===== src/hdl/mtn_mul.sv =====
// Shared unsigned multiplier with registered product.
`default_nettype none
module mtn_mul #(
    parameter int WIDTH = 27
) (
    input  wire logic               aclk,
    input  wire logic [WIDTH-1:0]   a,
    input  wire logic [WIDTH-1:0]   b,
    output logic      [2*WIDTH-1:0] p
);
    always_ff @(posedge aclk) begin
        p <= a * b;
    end
endmodule
`default_nettype wire


===== config.mk =====
export PLATFORM = sky130hd
export DESIGN_NAME = mtn_mul
export DESIGN_NICKNAME = d
export VERILOG_FILES = /design/src/hdl/mtn_mul.sv
export SDC_FILE = /design/constraint.sdc
export NUM_CORES = 2
export LEC_CHECK = 0
export BUFFER_PORTS_ARGS = -buffer_cell sky130_fd_sc_hd__buf_2
export CAP_MARGIN = 10
export CORE_MARGIN = 3
export CORE_UTILIZATION = 55
export CTS_CLUSTER_DIAMETER = 150
export DETAILED_ROUTE_END_ITERATION = 7
export HOLD_SLACK_MARGIN = 0.03
export PLACE_DENSITY = 0.75
export SLEW_MARGIN = 20
export SYNTH_ARGS = -nofsm -noshare
export SYNTH_HDL_FRONTEND = slang
export SYNTH_SLANG_ARGS = --single-unit

===== constraint.sdc =====
create_clock -name aclk -period 6.3 [get_ports aclk]
set_input_delay 0.315 -clock aclk [delete_from_list [all_inputs] [get_ports aclk]]
set_output_delay 0.315 -clock aclk [all_outputs]
set_load 0.05 [all_outputs]

Word level (Yosys, flattened, before mapping)
Index checks and enable logic that the tools add are counted.
- input bits: 55
- word-level logic and storage cells: 2
- bits in registers: 54
- $mul: 1
- operator list (operator ; number):
    multiplier 27 x 27 -> 54 bit ; 1

Depth between registers and ports, before layout
- word-level depth: 1
- depth in mapped cells: 27

Worst setup path after synthesis
Ideal clock, no wire load.
- path type: input-to-reg
- start: in b[3]
- end: reg p[36]
- arrival time: 6.577 ns
- buffers on the path: 3
- path slack: -0.404 ns
- setup time: 0.126 ns
- cell stages on the path: 26
- cells stage by stage: clkbuf_1 > clkbuf_1 > nand2_1 > fa_1 > inv_1 > fa_1 > inv_1 > fa_1 > fa_1 > fa_1 > inv_1 > fa_1 > inv_1 > fa_1 > inv_1 > ha_1 > buf_2 > and2_1 > a221oi_1 > o21ai_0 > a21o_1 > a41oi_1 > o21ai_0 > a21oi_1 > o21bai_1 > xor2_1
- longest elaborated chain between the ends: 1
- ends and longest elaborated chain (what ; RTL line ; text):
    from (decl) ; 8 ; input wire logic [WIDTH-1:0] b,
    multiplier 27 x 27 -> 54 bit ; 12 ; p <= a * b;
    to (signal assigned) ; 12 ;
    to (decl) ; 9 ; output logic [2*WIDTH-1:0] p
No other way between the ends.

Worst setup path in the final report
- start: in b[6]
- end: reg p[45]
Same word-level chain as after synthesis.

==> reports/metrics.csv <==
stage,metric,value,unit
outcome,outcome,"finished, final reports clean",
route,final wirelength,67400,µm
global_route,Global Route Usage Sum,0.289,
route,met2 routed WL,35500,µm
critical_path,CP endpoint kind,register,
route,routed via count,19718,
layout,top flop regs,p (54),
clocking,Root Buffer,clkbuf_16,
run,number of max-cap violations,0,
logic_synthesis,synthesis-stage register bit count,54,
placed_design,IO Port Bufs,108,
timing,Slew @ Worst Pin,0.531,ns
clocking,CTS Buf Count,5,
layout,share of post-route cells with drive strength above 1,0.159,
logic_synthesis,Cells after Synth,2864,
floorplanning,Die H,219,µm
timing,post-layout minimum cycle time,6.17,ns
clocking,clock slew at reported path FFs,0.08,ns
critical_path,arrival time worst endpoint,6.37,ns
timing,"Hold Vio Cnt, Final",0,
route,Post-route DRC,0,
timing,setup violators final,0,
logic_synthesis,share of the synthesized area in the top cell type,0.500,
floorplanning,Std-Cell Core Area,44500,µm²
route,drt pass-1 iters,6,
clocking,CTS Buffer Depth,2,
layout,Final nets,3976,
route,Post-DRT Antenna Nets,0,
clocking,CTS H-tree lvls,2,
worst_hold_path,Worst Hold Path Cells,3,
placed_design,Place WS,-0.469,ns
route,M1 WL,23700,µm
global_route,total gr overflow,0,
logic_synthesis,syn nets,3736,
layout,sequential cell area,1080,µm²
layout,fill count,3593,
layout,Reg with most FFs,p,
global_route,number of global-route vias before repair,21824,
timing,Final Max Tran Viols,0,
clocking,clk sinks,54,
worst_hold_path,min-delay worst type,primary input to register,
layout,area delta synth->final,15.3,%
logic_synthesis,Synth area leader,fa_1,
timing,WHS,0.573,ns
clocking,hold buffers post-CTS,0,
timing,Final WS setup,0.135,ns
route,initial DRC count,1297,
critical_path,worst endpoint required time,6.50,ns
global_route,initial antenna violation count,2,
floorplanning,FP Rows,77,
floorplanning,die width,219,µm
timing,RSZ-0062 raised after global routing,yes,
route,Max Used Layer,met5,
worst_hold_path,Hold Startpoint,a[0],
route,routed len/inst,18.2,µm
critical_path,Worst Path Max Fanout,9,
logic_synthesis,Synth Flop Type,dfxtp_1,
critical_path,Crit Path Class,primary input to register,
layout,Largest register FFs,54,
layout,multi-input logic area,20900,µm²
logic_synthesis,"Seq/Total Area, Yosys",0.0433,
logic_synthesis,YS warnings,0,
global_route,first-pass GRT wire length,109000,µm
placed_design,post-place instance area,28000,µm²
placed_design,GPL Wtd Cong,0.968,
clocking,CTS tree,yes,
timing,Tcrit/Tclk final,0.979,
logic_synthesis,Post-synth EDFFs,0,
global_route,largest net degree at the start of global routing,21,
floorplanning,# IOs,109,
layout,cell area after layout,28800,µm²
logic_synthesis,synthesized area,25000,µm²
floorplanning,DIE AREA,48000,µm²
route,met3 WL,3590,µm
critical_path,crit start category,primary input,
floorplanning,Starting Density,0.561,
logic_synthesis,Mapped Avg Cell Area,8.73,µm²
logic_synthesis,ys async rst share,0,
logic_synthesis,Synth area leaders,"fa_1, inv_1, ha_1, nand2_1, and2_1",
placed_design,DPL Wire Length,59200,µm
timing,Max transition margin,0.642,
logic_synthesis,library cells used by synthesis,47,
timing,Max Clk Rate,162,MHz
worst_hold_path,hold endpoint,p[0]$_DFF_P_,
route,via density per instance,5.33,
-- cells in the final DEF (no fill, tap or decap), types with 3 or more instances in the layout --
cell type and n:
buf_6 26, o21ai_2 5, o21ai_0 16, nand4_1 18, a21o_1 37, ha_4 12, a21oi_1 53, and2_1 270
buf_12 18, fa_2 15, nand2b_1 5, fa_1 609, inv_2 10, and2_4 3, a21oi_2 10, nand2_1 499
buf_8 4, buf_4 265, buf_2 73, o21ai_1 5, xnor2_1 30, xor2_1 19, ha_1 179, dfxtp_1 54
clkbuf_16 7, nand2_2 6, inv_1 732, nor2_2 4, o21bai_1 14, nor3_1 5, nor2_1 23, o211ai_1 3
clkbuf_4 12, a31oi_1 6, nand3_1 11, nor2b_1 3
-- timing repair --
| action | 4_1_cts | 5_1_grt |
|---|---|---|
| cloned | 0 | 2 |
| pin swaps | 3 | 69 |
| endpoints found under the setup margin | 14 | 24 |
| buffers inserted | 0 | 9 |
| gates resized for setup | 15 | 154 |
| hold endpoints to repair | 0 | 0 |
-- per-layer routing --
| layer | track usage | vias up |
|---|---|---|
| li1 | - | 8662 |
| met1 | 0.334 | 10026 |
| met2 | 0.520 | 769 |
| met3 | 0.0316 | 259 |
| met4 | 0.165 | 2 |
| met5 | 0 | - |
-- logic make-up after synthesis --
| group | synth area share |
|---|---|
| buffers and inverters | 0.137 |
| adders and majority gates | 0.597 |
| xor gates and xnor gates | 0.0175 |
| AOI/OAI and AO/OA | 0.0440 |
| and+or+nand+nor | 0.162 |
| DFF | 0.0433 |
-- worst max-delay path by stage --
stage | end | cells past startpoint | start
6_report | p[45]$_DFF_P_ | 24 | b[6]
5_1_grt | p[45]$_DFF_P_ | 22 | b[14]
4_1_cts | p[52]$_DFF_P_ | 24 | b[3]
3_5_place_dp | p[43]$_DFF_P_ | 23 | b[3]
3_3_place_gp | p[53]$_DFF_P_ | 23 | b[3]
2_1_floorplan | p[48]$_DFF_P_ | 23 | b[12]
-- cell usage after synthesis (2+ instances only) --
master      n
buf_2       8
xnor2_1    31
dfxtp_1    54
nor2b_1     4
nand3_1    12
xor2_1     19
o211ai_1    3
o21a_1      2
and2_1    273
clkbuf_2    2
o21bai_1   16
nand2b_1    5
o21ai_0    25
nor3_1      6
nand4_1    18
a221oi_1    3
nand2_1   506
clkbuf_1  157
a21o_1     37
ha_1      193
o22ai_1     2
a31oi_1     7
nor2_1     28
and3_1      2
inv_1     742
fa_1      624
a211oi_1    3
a21oi_1    63
-- critical path: stages --
cell and delay (ns):
buf_6 0.12, clkbuf_16 0.18, buf_6 0.13, nand2_1 0.08, fa_1 0.51, fa_1 0.50, inv_1 0.05, fa_1 0.49
ha_1 0.22, fa_1 0.49, inv_1 0.05, fa_1 0.49, fa_1 0.51, inv_1 0.05, ha_1 0.32, and3_4 0.20
nand4_1 0.14, a21oi_2 0.17, and4b_1 0.22, o31a_2 0.33, o31ai_4 0.29, a221o_2 0.26, a31oi_1 0.11, xnor2_1 0.14
-- area by class of cell --
cell class | instances | area share
Timing Repair Buffer | 400 | 0.111
Antenna cell | 2 | 0.000174
Clock buffer | 5 | 0.00434
Tap cell | 592 | 0.0257
Clock inverter | 2 | 0.000608
Inverter | 742 | 0.0967
Sequential cell | 54 | 0.0375
Multi-Input combinational cell | 1901 | 0.724
-- metrics by stage --
step	std cells	util	TNS, ns
2_1_floorplan	2864	-	0
3_3_place_gp	3679	0.629	-4.93
3_5_place_dp	3679	0.629	-7.86
4_1_cts	3686	0.633	0
5_1_grt	3697	0.647	-0.278
6_report	3698	0.647	0
Power is not shown: default switching activity piles up to over one toggle a cycle in this logic, so the estimate is an artifact.
