### src/hdl/mtn_ram.sv
// Generic single-write, single-read RAM with registered read data.
`default_nettype none
module mtn_ram #(
    parameter int WIDTH = 64,
    parameter int DEPTH = 64
) (
    input  wire logic                     aclk,
    input  wire logic                     we,
    input  wire logic [$clog2(DEPTH)-1:0] waddr,
    input  wire logic [WIDTH-1:0]         wdata,
    input  wire logic [$clog2(DEPTH)-1:0] raddr,
    output logic      [WIDTH-1:0]         rdata
);
    logic [WIDTH-1:0] mem [DEPTH];

    always_ff @(posedge aclk) begin
        if (we) begin
            mem[waddr] <= wdata;
        end
        rdata <= mem[raddr];
    end
endmodule
`default_nettype wire

### config.mk
export PLATFORM = sky130hd
export DESIGN_NAME = mtn_ram
export DESIGN_NICKNAME = d
export VERILOG_FILES = /design/src/hdl/mtn_ram.sv
export SDC_FILE = /design/constraint.sdc
export NUM_CORES = 2
export LEC_CHECK = 0
export ABC_AREA = 0
export BUFFER_PORTS_ARGS = -buffer_cell sky130_fd_sc_hd__buf_2
export CAP_MARGIN = 40
export CORE_MARGIN = 3
export CORE_UTILIZATION = 47
export CTS_BUF_LIST = sky130_fd_sc_hd__clkbuf_4 sky130_fd_sc_hd__clkbuf_8
export DETAILED_ROUTE_END_ITERATION = 7
export PLACE_DENSITY = 0.59
export SYNTH_ARGS = -nofsm -noshare
export SYNTH_HDL_FRONTEND = slang
export SYNTH_SLANG_ARGS = --single-unit
### constraint.sdc
create_clock -name aclk -period 7.72 [get_ports aclk]
set_input_delay 0 -clock aclk [delete_from_list [all_inputs] [get_ports aclk]]
set_output_delay 0 -clock aclk [all_outputs]
set_load 0.05 [all_outputs]
# After elaboration in Yosys (flattened, before gate mapping)
# Memories as Yosys holds them, arrays and structs flattened. A register that Yosys moved wholly into a read port is not among the register bits.
# Index checks and enable logic that the tools add are counted.
# word_totals
regBits	0
mem_bits_rw	4096
inputBits	78
output_inout_bits	64
memories	1
# op_classes
mux	2
# mem_list
memory	words	width	rd	rd_clocked_by_memory_dff	write_ports	line_no	text
mem	64	64	1	1	1	14	logic [WIDTH-1:0] mem [DEPTH];
# op_table
cell	n
1-bit two-way mux	2

# Depth between registers and ports, before layout
# logic_depth
word_depth	2
depth_mapped	9
depth_no_buf	5

# Least setup slack after synthesis
# No wires, ideal clock.
# synth_path
path_kind	in2reg
start	input waddr[3]
end	memory mem[48][0], enable pin
setup_time_ns	0.564
arrival_time_ns	4.872
required_ns	7.156
path_slack_ns	2.284
path_stages	4
cell_sequence	clkbuf_1 > nor2b_1 > nand4b_1 > nor3_1
# synth_lines
item	line_no	text
from (decl)	9	input wire logic [$clog2(DEPTH)-1:0] waddr,
to (decl)	14	
# Straight into the memory's write port.

# Worst setup path in the final report
# layout_path
start	input waddr[4]
end	memory mem[63][13], enable pin
# Straight into the memory's write port.

==> run summary <==
Leaving out fill and tap cells, the most frequent cell in the layout is sky130_fd_sc_hd__edfxtp_1. The weighted congestion at the end of routability-driven global placement came out at 0.785. The number of filler cells placed in the layout is ~25k. The initial standard-cell utilization of the core is 47.3%.

The count of nets after finishing came out at around 7.6k. The vertical die dimension came out at 583 um. The overall die width is ~580 um. In the layout the commonest cells are sky130_fd_sc_hd__edfxtp_1 (4,096), sky130_fd_sc_hd__mux4_2 (1,024), sky130_fd_sc_hd__clkbuf_8 (702), sky130_fd_sc_hd__clkbuf_4 (248), sky130_fd_sc_hd__buf_4 (170). For this run, the detailed router's first-pass iteration total came to 5. In this run the clock root is driven by a sky130_fd_sc_hd__clkbuf_8. The count of pins over their slew limit came out at 0. The number of cells on the worst hold path is 5. The maximum number of buffers from clock root to sink came out at 4. STA classifies the critical path startpoint as a primary input.

The met2 demand-to-capacity share in global routing is a little over two fifths. In the global route stage, met3 resource usage came out at 4.94%. Global routing used between 20% and 30% of the available tracks.

The via count of the first global-routing pass is ~79k. The count of flip-flops with a built-in enable after synthesis came out at a little over 4k. The number of antenna violations at the first check in global routing is 32.

Setup violations remaining at the end of the flow were counted as 0. The floorplan step defined a die boundary enclosing 340,000 um^2. The detail route stage leaves a number of antenna-violating nets equal to 0. The met1 global-route usage came out at between 30 and 40%. The sequential area share after synthesis came out at between 70% and 80%. The first-pass GRT wire length is a little over 600 mm. Clock-pin slew was measured on the worst setup and hold paths at around 0.060 ns. Buffers inserted to repair hold after CTS numbered 163. The worst register-to-register path ends at rdata[16].

The maximum clock frequency is between 200 and 300 MHz. The detailed router finished its first iteration with between 10k and 15k violations. Across the routed clock network, the largest skew measured is roughly 0.048 ns. The number of nets in the synthesized netlist came out at approximately 6.7k. Summed over all layers, the global routing overflow is 0. The transition time of the tightest slew-check pin came out at approximately 1 ns. The leakage power of the design is about 0.057 uW. The summed negative setup slack over all endpoints is 0 ns. The flow ran to the end, and the final reports show no timing, DRC or antenna violations. The number of design rule violations left after detail routing is 0. Buffers added to address setup during post-CTS repair amount to 0. The worst hold slack is around 0.11 ns. At the later pin of the worst-skew pair, clock insertion delay measures between 1 and 1.5 ns.

The data required time at the worst endpoint is roughly 8.5 ns. Gates resized during post-CTS repair numbered 0. The final critical path takes up slightly above 50% of the cycle.

The hold-critical path endpoint is mem[24][28]. The total number of placement rows is ~210. The largest fanout of any net on the critical path is 29. In the final layout, flip-flops and latches occupy around 120,000 um^2.

The total of buffers placed on input and output ports came out at ~140. The area growth from synthesis to layout is 15.5%. The floorplan core area came out at approximately 330,000 um^2.

Dividing total power by cell area gives a power density of 255 nW/um^2. The worst setup path is captured at a flip-flop. The share of layout cells above drive strength 1 came out at 32.9%. The pin count of the biggest net entering global routing came out at between 100 and 150. The final hold violation count is 0. TritonCTS created 658 clock buffers. The count of vias placed by the detailed router is around 80k. The worst reg-to-reg path cell count is 6. The CTS tree is built. The number of max-capacitance violations reported is 0. The H-tree was split into 6 levels. The peak supply drop came out at about 0.00019 V. The CTS sink count is approximately 4.2k. The tightest slew margin relative to the limit is about a third. The slack of the worst reg-to-reg path is 5.27 ns. The mean routed wirelength per cell came out at about 36 um. In this run the most critical hold path is launched from waddr[4]. The top-level port count is between 100 and 150. The path class of the tightest hold or removal check is primary input to flip-flop. The count of warnings emitted by yosys came out at 0. The most heavily used metal layer in global routing is met2. The signal arrival time at the worst endpoint is about 4.7 ns. Setup repair after global routing left no endpoint under its margin. The final layout contains routed wiring with a total length of between 400 and 500 mm. After synthesis the cells add up to between 150,000 and 200,000 um^2.

The worst setup path is of the primary input to flip-flop kind. The startpoint identified for the worst register-to-register timing path is mem[8][16]. Summed over all nets, the half-perimeter wirelength after detailed placement is ~240 mm. Counting flops and latches in the post-synthesis netlist gives about 4.2k.

The average instance area after synthesis came out at between 20 and 25 um^2. The cell count after synthesis is ~6.6k. The multi-input combinational cells in the finished layout cover a total of slightly above 30,000 um^2. The count of distinct cell types in the synthesized netlist is 33. In the synthesized netlist the dominant register cell turns out to be sky130_fd_sc_hd__edfxtp_1. The number of vias per cell after detailed routing is 6.27. For the finished layout, the period the worst path requires is between 3 and 4 ns. The proportion of register bits with asynchronous set or reset after synthesis came out at 0%.
-- layout make-up --
| cell class | count | area share (%) |
|---|---|---|
| inverter | 19 | 0.0395 |
| timing repair buffer | 635 | 3.90 |
| multi-input combinational | 2049 | 17.1 |
| tap | 4366 | 3.03 |
| clock buffer | 950 | 6.38 |
| clock inverter | 229 | 0.754 |
| antenna | 4 | 0.00554 |
| sequential | 4160 | 68.8 |
-- how the worst max path moves through the flow --
stage | from | end | slack, ns | cells after the start
after global placement | raddr[3] | rdata[31] | 3.64 | 7
final | waddr[4] | mem[63][13] | 3.79 | 11
after CTS | waddr[4] | mem[63][17] | 3.91 | 11
after detailed placement | raddr[1] | rdata[37] | 4.24 | 7
after global routing | waddr[4] | mem[63][5] | 3.79 | 11
after floorplan | waddr[3] | mem[48][0] | 2.28 | 4
-- power by group --
group	switching, uW	total (uW)	internal, uW
clock	8590	18400	9780
combinational	1570	2480	915
sequential	107	25100	25000
total	10300	46000	35700
-- flip-flops by register name, indices dropped and copies added (netlist names) --
name	cells
mem	4096
rdata	64
-- metal layers --
metal	wire, um	up-vias	part of all wire, %
li1	-	30500	-
met1	178000	42500	40
met2	214000	4165	48
met3	40300	693	9.0
met4	13200	12	3.0
met5	81	-	0.018
-- through the flow --
step	total power, uW	std cells	setup WS [ns]	utilization (%)	area [um^2]
finish	46000	12400	3.79	54.6	181000
global route	47400	12400	3.79	54.6	181000
CTS	46300	12400	3.91	54.5	180000
detailed placement	28000	11000	4.24	50.1	166000
global placement	27900	10900	3.64	49.3	163000
floorplan	26900	6598	2.28	-	156000
-- synthesized netlist by cell type (all sizes together) (3+ instances only) --
library cell  count  area (um^2)
o221ai           38          333
inv              19         71.3
nand3            45          225
and3             64          400
and2              3         18.8
mux2i           135         1350
nor2b            28          175
a211oi           63          473
o22ai            83          519
nand2b           11         68.8
a31oi            18          113
or3              29          181
edfxtp         4096       123000
a41oi            26          228
a2bb2oi          19          166
a22oi           168         1260
nor2            112          420
mux4           1024        23100
clkbuf          140          526
dfxtp            64         1280
or2              28          175
nand2            58          218
buf             230         1250
a22o             88          771
-- logic make-up (layout without fill, tap and decap cells) --
| logic type | after synthesis | after routing | synth area share (%) |
|---|---|---|---|
| DFF | 4160 | 4160 | 79.5 |
| muxes | 1159 | 1159 | 15.6 |
| AOI/OAI and AO/OA | 504 | 504 | 2.48 |
| buffers and inverters | 389 | 1833 | 1.18 |
| and+or+nand+nor | 386 | 386 | 1.24 |
| other | 0 | 4 | 0 |
-- worst max-delay path, stage by stage --
cell                            delay (ns)
sky130_fd_sc_hd__dlygate4sd3_1        0.56
sky130_fd_sc_hd__buf_2                0.17
sky130_fd_sc_hd__dlygate4sd3_1        0.56
sky130_fd_sc_hd__nand3_1              0.07
sky130_fd_sc_hd__dlygate4sd3_1        0.59
sky130_fd_sc_hd__buf_8                0.16
sky130_fd_sc_hd__dlygate4sd3_1        0.65
sky130_fd_sc_hd__nor2_4               0.15
sky130_fd_sc_hd__dlygate4sd3_1        0.79
sky130_fd_sc_hd__buf_12               0.25
sky130_fd_sc_hd__buf_4                0.67
Power figures use the tool's default switching activity.
